$ cat src/rtl/core/avr_alu_pkg.sv
// Package for the AVR register-instruction execute block.
// Holds the beat payload types, operation codes and status bit positions; no dependencies.
package avr_alu_pkg;

  typedef struct packed {
    logic [5:0] operation;
    logic [4:0] dest_index;
    logic [4:0] source_index;
    logic [7:0] immediate;
    logic [2:0] bit_select;
  } in_beat_t;

  typedef struct packed {
    logic [1:0]  write_kind;
    logic [4:0]  write_index;
    logic [15:0] write_value;
    logic [7:0]  status_after;
    logic        take_or_skip;
  } out_beat_t;

  localparam logic [5:0] OP_ADC = 6'd0, OP_ADD = 6'd1, OP_ADIW = 6'd2, OP_AND = 6'd3,
    OP_ANDI = 6'd4, OP_ASR = 6'd5, OP_BCLR = 6'd6, OP_BLD = 6'd7, OP_BRBC = 6'd8,
    OP_BRBS = 6'd9, OP_BSET = 6'd10, OP_BST = 6'd11, OP_COM = 6'd12, OP_CP = 6'd13,
    OP_CPC = 6'd14, OP_CPI = 6'd15, OP_CPSE = 6'd16, OP_DEC = 6'd17, OP_EOR = 6'd18,
    OP_FMUL = 6'd19, OP_FMULS = 6'd20, OP_FMULSU = 6'd21, OP_INC = 6'd22, OP_LDI = 6'd23,
    OP_LSR = 6'd24, OP_MOV = 6'd25, OP_MOVW = 6'd26, OP_MUL = 6'd27, OP_MULS = 6'd28,
    OP_MULSU = 6'd29, OP_NEG = 6'd30, OP_OR = 6'd31, OP_ORI = 6'd32, OP_SBC = 6'd33,
    OP_SBCI = 6'd34, OP_SUBI = 6'd35, OP_SUB = 6'd36;

  localparam logic [1:0] WK_NONE = 2'd0, WK_BYTE = 2'd1, WK_PAIR = 2'd2;

  localparam int FL_C = 0, FL_Z = 1, FL_N = 2, FL_V = 3, FL_S = 4, FL_H = 5, FL_T = 6;

endpackage

$ cat src/rtl/core/avr_alu_exec.sv
// Combinational execute of one AVR register instruction: operands in, result and flags out.
// Depends on avr_alu_pkg.
module avr_alu_exec (
  input  avr_alu_pkg::in_beat_t  ins,
  input  logic [7:0]             rd,
  input  logic [7:0]             rr,
  input  logic [7:0]             rhd,
  input  logic [7:0]             rhr,
  input  logic [7:0]             rld,
  input  logic [7:0]             rlr,
  input  logic [7:0]             rp_lo,
  input  logic [7:0]             rp_hi,
  input  logic [7:0]             sreg,
  output avr_alu_pkg::out_beat_t res
);

  logic [7:0]  a, b, r, sr;
  logic        cin, sub, keepz, arith, logic_op, zf, vf, nf;
  logic [7:0]  cy;
  logic [15:0] w, wr;
  logic signed [17:0] prod;
  logic [15:0] pr;
  logic        frac, is_mul;

  always_comb begin
    sr = sreg;
    res = '0;
    a = rd;
    b = rr;
    cin = 1'b0;
    sub = 1'b0;
    keepz = 1'b0;
    arith = 1'b0;
    logic_op = 1'b0;
    r = 8'h00;
    cy = 8'h00;
    vf = 1'b0;
    nf = 1'b0;
    zf = 1'b0;
    w = '0;
    wr = '0;
    prod = '0;
    pr = '0;
    frac = 1'b0;
    is_mul = 1'b0;
    case (ins.operation)
      avr_alu_pkg::OP_ADC: begin arith = 1'b1; cin = sreg[0]; end
      avr_alu_pkg::OP_ADD: arith = 1'b1;
      avr_alu_pkg::OP_SUB, avr_alu_pkg::OP_CP: begin arith = 1'b1; sub = 1'b1; end
      avr_alu_pkg::OP_SBC, avr_alu_pkg::OP_CPC: begin
        arith = 1'b1; sub = 1'b1; cin = sreg[0]; keepz = 1'b1;
      end
      avr_alu_pkg::OP_CPI, avr_alu_pkg::OP_SUBI: begin
        arith = 1'b1; sub = 1'b1; a = rhd; b = ins.immediate;
      end
      avr_alu_pkg::OP_SBCI: begin
        arith = 1'b1; sub = 1'b1; a = rhd; b = ins.immediate; cin = sreg[0]; keepz = 1'b1;
      end
      default: ;
    endcase
    if (arith) begin
      if (sub) begin
        r = a - b - {7'd0, cin};
        cy = (~a & b) | (b & r) | (r & ~a);
        vf = (a[7] & ~b[7] & ~r[7]) | (~a[7] & b[7] & r[7]);
      end else begin
        r = a + b + {7'd0, cin};
        cy = (a & b) | (b & ~r) | (~r & a);
        vf = (a[7] & b[7] & ~r[7]) | (~a[7] & ~b[7] & r[7]);
      end
      sr[avr_alu_pkg::FL_H] = cy[3];
      sr[avr_alu_pkg::FL_C] = cy[7];
    end
    case (ins.operation)
      avr_alu_pkg::OP_AND: begin r = rd & rr; logic_op = 1'b1; end
      avr_alu_pkg::OP_ANDI: begin r = rhd & ins.immediate; logic_op = 1'b1; end
      avr_alu_pkg::OP_OR: begin r = rd | rr; logic_op = 1'b1; end
      avr_alu_pkg::OP_ORI: begin r = rhd | ins.immediate; logic_op = 1'b1; end
      avr_alu_pkg::OP_EOR: begin r = rd ^ rr; logic_op = 1'b1; end
      avr_alu_pkg::OP_COM: begin r = ~rd; logic_op = 1'b1; sr[avr_alu_pkg::FL_C] = 1'b1; end
      avr_alu_pkg::OP_ASR, avr_alu_pkg::OP_LSR: begin
        r = {(ins.operation == avr_alu_pkg::OP_ASR) & rd[7], rd[7:1]};
        logic_op = 1'b1;
        vf = r[7] ^ rd[0];
        sr[avr_alu_pkg::FL_C] = rd[0];
      end
      avr_alu_pkg::OP_DEC: begin r = rd - 8'd1; logic_op = 1'b1; vf = (r == 8'h7F); end
      avr_alu_pkg::OP_INC: begin r = rd + 8'd1; logic_op = 1'b1; vf = (r == 8'h80); end
      avr_alu_pkg::OP_NEG: begin
        r = 8'd0 - rd;
        logic_op = 1'b1;
        vf = (r == 8'h80);
        sr[avr_alu_pkg::FL_H] = r[3] | rd[3];
        sr[avr_alu_pkg::FL_C] = (r != 8'd0);
      end
      default: ;
    endcase
    if (arith || logic_op) begin
      nf = r[7];
      zf = (r == 8'd0) & (~keepz | sreg[avr_alu_pkg::FL_Z]);
      sr[avr_alu_pkg::FL_N] = nf;
      sr[avr_alu_pkg::FL_Z] = zf;
      sr[avr_alu_pkg::FL_V] = vf;
      sr[avr_alu_pkg::FL_S] = nf ^ vf;
    end
    case (ins.operation)
      avr_alu_pkg::OP_FMUL: begin
        prod = $signed({10'd0, rld}) * $signed({10'd0, rlr}); frac = 1'b1; is_mul = 1'b1;
      end
      avr_alu_pkg::OP_FMULS: begin
        prod = $signed({{10{rld[7]}}, rld}) * $signed({{10{rlr[7]}}, rlr});
        frac = 1'b1; is_mul = 1'b1;
      end
      avr_alu_pkg::OP_FMULSU: begin
        prod = $signed({{10{rld[7]}}, rld}) * $signed({10'd0, rlr}); frac = 1'b1; is_mul = 1'b1;
      end
      avr_alu_pkg::OP_MUL: begin
        prod = $signed({10'd0, rd}) * $signed({10'd0, rr}); is_mul = 1'b1;
      end
      avr_alu_pkg::OP_MULS: begin
        prod = $signed({{10{rhd[7]}}, rhd}) * $signed({{10{rhr[7]}}, rhr}); is_mul = 1'b1;
      end
      avr_alu_pkg::OP_MULSU: begin
        prod = $signed({{10{rld[7]}}, rld}) * $signed({10'd0, rlr}); is_mul = 1'b1;
      end
      default: ;
    endcase
    if (is_mul) begin
      pr = frac ? {prod[14:0], 1'b0} : prod[15:0];
      sr[avr_alu_pkg::FL_C] = prod[15];
      sr[avr_alu_pkg::FL_Z] = (pr == 16'd0);
      res.write_kind = avr_alu_pkg::WK_PAIR;
      res.write_index = 5'd0;
      res.write_value = pr;
    end
    if (arith || logic_op) begin
      if (ins.operation != avr_alu_pkg::OP_CP && ins.operation != avr_alu_pkg::OP_CPC &&
          ins.operation != avr_alu_pkg::OP_CPI) begin
        res.write_kind = avr_alu_pkg::WK_BYTE;
        res.write_value = {8'd0, r};
        res.write_index = (ins.operation == avr_alu_pkg::OP_ANDI ||
                           ins.operation == avr_alu_pkg::OP_ORI ||
                           ins.operation == avr_alu_pkg::OP_SBCI ||
                           ins.operation == avr_alu_pkg::OP_SUBI) ?
                          {1'b1, ins.dest_index[3:0]} : ins.dest_index;
      end
    end
    case (ins.operation)
      avr_alu_pkg::OP_ADIW: begin
        w = {rp_hi, rp_lo};
        wr = w + {10'd0, ins.immediate[5:0]};
        sr[avr_alu_pkg::FL_C] = ~wr[15] & w[15];
        sr[avr_alu_pkg::FL_N] = wr[15];
        sr[avr_alu_pkg::FL_Z] = (wr == 16'd0);
        sr[avr_alu_pkg::FL_V] = ~w[15] & wr[15];
        sr[avr_alu_pkg::FL_S] = wr[15] ^ (~w[15] & wr[15]);
        res.write_kind = avr_alu_pkg::WK_PAIR;
        res.write_index = {2'b11, ins.dest_index[2:1], 1'b0};
        res.write_value = wr;
      end
      avr_alu_pkg::OP_MOVW: begin
        res.write_kind = avr_alu_pkg::WK_PAIR;
        res.write_index = {ins.dest_index[4:1], 1'b0};
        res.write_value = {rp_hi, rp_lo};
      end
      avr_alu_pkg::OP_BCLR: sr[ins.bit_select] = 1'b0;
      avr_alu_pkg::OP_BSET: sr[ins.bit_select] = 1'b1;
      avr_alu_pkg::OP_BST: sr[avr_alu_pkg::FL_T] = rd[ins.bit_select];
      avr_alu_pkg::OP_BLD: begin
        r = rd;
        r[ins.bit_select] = sreg[avr_alu_pkg::FL_T];
        res.write_kind = avr_alu_pkg::WK_BYTE;
        res.write_index = ins.dest_index;
        res.write_value = {8'd0, r};
      end
      avr_alu_pkg::OP_BRBC: res.take_or_skip = ~sreg[ins.bit_select];
      avr_alu_pkg::OP_BRBS: res.take_or_skip = sreg[ins.bit_select];
      avr_alu_pkg::OP_CPSE: res.take_or_skip = (rd == rr);
      avr_alu_pkg::OP_LDI: begin
        res.write_kind = avr_alu_pkg::WK_BYTE;
        res.write_index = {1'b1, ins.dest_index[3:0]};
        res.write_value = {8'd0, ins.immediate};
      end
      avr_alu_pkg::OP_MOV: begin
        res.write_kind = avr_alu_pkg::WK_BYTE;
        res.write_index = ins.dest_index;
        res.write_value = {8'd0, rr};
      end
      default: ;
    endcase
    res.status_after = sr;
  end

endmodule

$ cat src/rtl/core/avr_alu_register_execute.sv
// Top level of the AVR register-instruction execute block.
// Depends on avr_alu_pkg and avr_alu_exec.
// One beat per cycle is sustained while out_ready is high; each accepted beat goes into the result register.
// The accepted input beat feeds a single combinational execute pass into the result register,
// and the register file and status register update on the same edge as the result.
// A stalled result holds the input side. Reset clears registers, status and valids.
module avr_alu_register_execute (
  input  logic                   clk,
  input  logic                   rst_n,
  input  logic                   in_valid,
  output logic                   in_ready,
  input  avr_alu_pkg::in_beat_t  in_data,
  output logic                   out_valid,
  input  logic                   out_ready,
  output avr_alu_pkg::out_beat_t out_data
);

  logic [7:0]             rf_r [32];
  logic [7:0]             sreg_r;
  logic                   ov_r;
  avr_alu_pkg::out_beat_t out_r;
  avr_alu_pkg::out_beat_t res;
  logic                   fire;
  logic [4:0]             pi;

  assign in_ready = ~ov_r | out_ready;
  assign fire = in_valid & in_ready;
  assign out_valid = ov_r;
  assign out_data = out_r;

  always_comb begin
    if (in_data.operation == avr_alu_pkg::OP_ADIW) begin
      pi = {2'b11, in_data.dest_index[2:1], 1'b0};
    end else begin
      pi = {in_data.source_index[4:1], 1'b0};
    end
  end

  avr_alu_exec u_exec (
    .ins   (in_data),
    .rd    (rf_r[in_data.dest_index]),
    .rr    (rf_r[in_data.source_index]),
    .rhd   (rf_r[{1'b1, in_data.dest_index[3:0]}]),
    .rhr   (rf_r[{1'b1, in_data.source_index[3:0]}]),
    .rld   (rf_r[{2'b10, in_data.dest_index[2:0]}]),
    .rlr   (rf_r[{2'b10, in_data.source_index[2:0]}]),
    .rp_lo (rf_r[pi]),
    .rp_hi (rf_r[{pi[4:1], 1'b1}]),
    .sreg  (sreg_r),
    .res   (res)
  );

  always_ff @(posedge clk) begin
    if (!rst_n) begin
      ov_r <= 1'b0;
      sreg_r <= '0;
      for (int i = 0; i < 32; i++) rf_r[i] <= '0;
    end else begin
      if (fire) begin
        ov_r <= 1'b1;
        out_r <= res;
        sreg_r <= res.status_after;
        if (res.write_kind == avr_alu_pkg::WK_BYTE) begin
          rf_r[res.write_index] <= res.write_value[7:0];
        end else if (res.write_kind == avr_alu_pkg::WK_PAIR) begin
          rf_r[{res.write_index[4:1], 1'b0}] <= res.write_value[7:0];
          rf_r[{res.write_index[4:1], 1'b1}] <= res.write_value[15:8];
        end
      end else if (out_ready) begin
        ov_r <= 1'b0;
      end
    end
  end

endmodule
$ cat config.mk
export PLATFORM = sky130hd
export DESIGN_NAME = avr_alu_register_execute
export DESIGN_NICKNAME = d
export VERILOG_FILES = /design/src/rtl/core/avr_alu_pkg.sv /design/src/rtl/core/avr_alu_exec.sv /design/src/rtl/core/avr_alu_register_execute.sv
export SDC_FILE = /design/constraint.sdc
export NUM_CORES = 2
export LEC_CHECK = 0
export BUFFER_PORTS_ARGS = -buffer_cell sky130_fd_sc_hd__buf_2
export CORE_ASPECT_RATIO = 2
export CORE_UTILIZATION = 35
export CTS_CLUSTER_SIZE = 40
export DETAILED_ROUTE_END_ITERATION = 7
export PLACE_DENSITY_LB_ADDON = 0.3
export SLEW_MARGIN = 5
export SYNTH_ARGS = -nofsm -noshare
export SYNTH_HDL_FRONTEND = slang
export SYNTH_SLANG_ARGS = --single-unit
$ cat constraint.sdc
create_clock -name clk -period 8.6 [get_ports clk]
set_clock_uncertainty 0.05 [all_clocks]
set_input_delay 1.72 -clock clk [delete_from_list [all_inputs] [get_ports clk]]
set_output_delay 1.72 -clock clk [all_outputs]
set_load 0.03 [all_outputs]
# Yosys cells after proc, flatten, opt, wreduce, memory -nomap -nowiden
# Memories as Yosys holds them, arrays and structs flattened.
# Cells that the tools add are included.
# op_classes
reduce_logical	27
add_sub_neg	8
multipliers	5
mux	63
n_eq_ne	45
order_cmp	2
bitwise_logic	51
# ops
op	count
23-bit one-hot mux with 5 select lines	1
6-bit by 5-bit == test with 1-bit output, second input constant	16
16-bit one-hot mux with 5 select lines	1
8-bit one-hot mux with 10 select lines	1
8-bit bitwise AND	9
23-bit two-way mux	3
8-bit by 8-bit multiplier with 16-bit output	4
8-bit two-way mux	8
8-bit bitwise OR	7
6-bit by 4-bit == test with 1-bit output, second input constant	8
16-bit logical NOT	2
8-bit inverter	4
6-bit == test, second input constant	5
1-bit two-way mux	30
5-bit two-way mux	5
6-bit by 3-bit == test with 1-bit output, second input constant	4
8-bit OR reduction	3
6-bit by 4-bit != test with 1-bit output, second input constant	3
16-bit by 6-bit adder with 16-bit output	1
8-bit == test, second input constant	2
8-bit by 9-bit multiplier with 16-bit output	1
16-bit two-way mux	1
5-bit one-hot mux with 3 select lines	1
1-bit bitwise AND	13
41 further kinds	68
# word_totals
ff_bits	41
inputBits	31
ramBits	256
wordCells	209
mem_count	1
# mem_list
name	depth	width	rd	rd_ports_with_merged_regs	write_ports	line	text
rf_r	32	8	8	0	32	avr_alu_register_execute.sv:18	logic [7:0] rf_r [32];

# Logic depth before layout (Yosys ltp)
# depth
word_depth	19
ltp_mapped	34
mapped_depth_nobuf	29

# Hierarchy
# From an unflattened synthesis, not the netlist that was laid out.
# unflattened
hier_cells	3487
hier_area_um2	34134.0
# by_module_without_submodules
module	cells_per_inst	n_inst	area_per_inst_um2
avr_alu_register_execute	1436	1	18415.2
avr_alu_exec	2051	1	15718.8

# Worst setup path before layout
# Ideal clock, no wire load.
# synth_path
path_kind	input to register
start	input in_data[12] (netlist name)
end	memory rf_r[29][6] (data pin)
required_ns	8.276
cell_stages	26
arrival_time_ns	8.796
path_slack_ns	-0.520
setup_time_ns	0.274
path_cell_list	buf_2 > buf_2 > buf_1 > mux4_2 > mux4_2 > a21oi_1 > inv_1 > nand2_1 > fa_1 > fa_1 > fa_1 > fa_1 > inv_1 > ha_1 > or4_1 > a2bb2oi_1 > nand2_1 > nand2_1 > a211o_1 > a32oi_1 > o211ai_1 > o22ai_1 > o21ai_0 > a21oi_2 > buf_2 > o22ai_1
# synth_lines
item	line	text
start, declared	avr_alu_register_execute.sv:12	input avr_alu_pkg::in_beat_t in_data,
end, declared	avr_alu_register_execute.sv:18	

==> flow_summary.json <==
{
  "status": "finished, violations left",
  "violations": "design-rule violations, max-capacitance violations, max-slew violations",
  "instances_no_fill": 5068,
  "cts_buffers": 25,
  "max-vdd-ir-drop_v": 0.000174,
  "nNetsFinal": 4298,
  "synth_area_mm2": 0.0332,
  "gp_congestion": 1.02,
  "synth.distinct_cells": 97,
  "grt_pass1_vias": 31700,
  "synth_async_sr_flop_share_pct": 0,
  "ios": 65,
  "synth-seq-cells": 297,
  "min_from": "sreg_r[7]",
  "p_per_area_mw_per_mm2": 193,
  "use_met1_pct": 31.0,
  "die-area_mm2": 0.0963,
  "cp-start-kind": "primary input",
  "final-seq-area_mm2": 0.00883,
  "cts_buffer_depth": 3,
  "grt_use_met3_pct": 4.21,
  "hold_class": "register to register",
  "cp_max_fo": 10,
  "grt_usage_pct": 32.5,
  "portBuffers": 64,
  "core_mm2": 0.0939,
  "r2r_start": "rf_r[18][6]",
  "syn_inst": 3499,
  "syn_area_per_cell_um2": 9.50,
  "drt_wl_total_um": 155000,
  "syn_nets": 3955,
  "max_freq_ghz": 0.120,
  "drive_above_1_share_pct": 20.9,
  "dieWidth_um": 220,
  "yosysMostFrequentCell": "inv_1",
  "first_pass_iters": 8,
  "row_count": 159,
  "drc": 17,
  "setup_viol": 0,
  "dp.cells": 5018,
  "syn_to_final_growth_pct": 17.4,
  "final_antenna_net_count": 0,
  "rsz0062_at_grt": "false",
  "wl_per_cell_um": 30.6,
  "end_kind": "register",
  "htree_levels": 1,
  "slew_violations": 2,
  "relSlewSlack_pct": -3.64,
  "synth-edff-count": 288,
  "busiest_layer": "met2",
  "r2r_end": "sreg_r[1]",
  "report.final.hold_viol_count": 0,
  "fin_tns_setup_ns": 0,
  "antenna_found_initial": 4,
  "dp.final_hpwl_um": 125000,
  "worst_ep_arrival_time_ns": 8.87,
  "synth.yosys.seq_area_share_pct": 26.6,
  "post_synth_main_area_contributors": "edfxtp_1 (26%), fa_1 (13%), mux4_2 (9.8%)",
  "start_util_pct": 35.4,
  "holdPathEnd": "sreg_r[7]",
  "grt_pass1_wl_um": 220000,
  "fin_crit_ns": 8.36,
  "cts.clk_slew.worst_paths_ns": 0.08,
  "synth_top_area_share_pct": 26.0,
  "synthFlopType": "edfxtp_1",
  "path_class": "primary input to register",
  "grtUsageMet2_pct": 57.9,
  "whs_path_depth": 2,
  "clock_latency_ns": 0.62,
  "synth_top_area_cell": "edfxtp_1",
  "grt-ovfl-total": 0,
  "period_share_pct": 97.2,
  "leakagePower_nw": 16.6,
  "maxCapViolations": 1,
  "rr_worst_depth": 26,
  "multiInputGateArea_mm2": 0.0221,
  "grt_max_degree": 43,
  "nFillCells": 9372,
  "clock-sinks": 297,
  "cts-root-buf": "clkbuf_16",
  "worstPathRequired_ns": 9.12,
  "die_y_um": 438,
  "yosys_warnings": 0,
  "synthTopCellsByCount": "inv_1 (412), nor2_1 (406), nand2_1 (359)",
  "viasPerCell": 5.98,
  "initialDrtViolationCount": 2710,
  "cts_tree": "done",
  "dr_total_vias": 30300,
  "r2r_slack_ns": 1.12,
  "worst_pin_slew_ns": 1.54
}
[layout make-up]
cell class              instances  share of cell area [%]
multi-input cells            2581                    56.7
clock buffers                  30                    1.65
clock inverters                13                   0.423
inverters                     419                    4.03
diodes                          3                  0.0192
well taps                    1207                    3.87
flip-flops and latches        297                    22.6
repair buffers                518                    10.6
[metal layers]
layer / routed length, um / up-vias
li1: - / 13100
met1: 48100 / 15100
met2: 79200 / 1476
met3: 8600 / 590
met4: 19300 / 2
met5: 13 / -
[registers in the layout, indices dropped and copies added (netlist names)]
signal     flops
out_data      32
rf_r         256
sreg_r         8
out_valid      1
[repair_timing]
action	in CTS	in global routing
setup endpoints to repair	0	58
buffers inserted	0	4
hold buffers	0	0
resized for setup	0	24
[logic make-up after synthesis]
logic type	synth area share [%]
DFF	26.6
buffers and inverters	7.60
xor gates and xnor gates	2.61
AOI/OAI and AO/OA	14.0
muxes	13.4
adders and majority gates	20.9
and+or+nand+nor	15.0
[worst max path at each step]
stage | from | end | slack, ns | depth (start not counted)
finish | in_data[17] | sreg_r[1] | 0.24 | 28
floorplan | in_data[16] | rf_r[29][6] | 0.003 | 29
CTS | in_data[18] | rf_r[1][7] | 0.14 | 29
global placement | in_data[18] | rf_r[1][7] | -0.40 | 29
detailed placement | in_data[18] | rf_r[1][7] | -0.45 | 29
global route | in_data[11] | sreg_r[1] | 0.004 | 36
[worst max-delay path, stage by stage]
cell and delay [ns]:
buf_4 0.24, buf_4 0.19, mux4_2 0.52, mux2i_1 0.19, buf_4 0.23, buf_4 0.22
nor2_1 0.07, ha_1 0.25, fa_1 0.50, ha_1 0.29, inv_1 0.07, fa_1 0.50
inv_1 0.05, ha_1 0.29, fa_1 0.48, a211oi_1 0.36, o21bai_1 0.14, a31oi_1 0.29
xnor2_1 0.24, a22oi_1 0.25, o21ai_0 0.18, a211oi_1 0.25, mux2i_1 0.15, nor4_2 0.24
buf_4 0.15, nand4_1 0.36, nand4_1 0.26, o21ba_1 0.15
[cell usage in the layout (no fill, tap or decap), types with 26 or more instances in the layout]
master      n
a211oi_1   36
a21oi_1   121
a22oi_1    33
and2_1     28
and3_1     45
buf_12     33
buf_2      61
buf_4     423
edfxtp_1  288
fa_1      217
ha_1      207
inv_1     412
mux2i_1    86
mux4_2    145
nand2_1   357
nand2b_1   26
nand3_1    84
nor2_1    405
nor2b_1    27
nor3_1     38
o21ai_0    85
o22ai_1   140
xnor2_1    68
xor2_1     30
[per-stage QoR]
step	power (mW)	worst slack [ns]	utilization, %	instance area, um^2	hold WS [ns]
after floorplan	4.23	0.00325	-	33300	0.402
after global placement	6.20	-0.402	40.5	38000	0.446
after detailed placement	6.22	-0.447	40.5	38000	0.458
after CTS	7.46	0.140	41.4	38900	0.469
after global routing	7.97	0.00380	41.5	39000	0.494
final	7.54	0.245	41.5	39000	0.475
[report_power, final]
part | leakage [nW] | switching (mW) | internal [mW]
registers | 3.02 | 0.0661 | 1.65
clock network | 0.397 | 0.603 | 0.634
logic | 13.2 | 2.65 | 1.94
No activity file was read; power rests on OpenSTA's default activity.
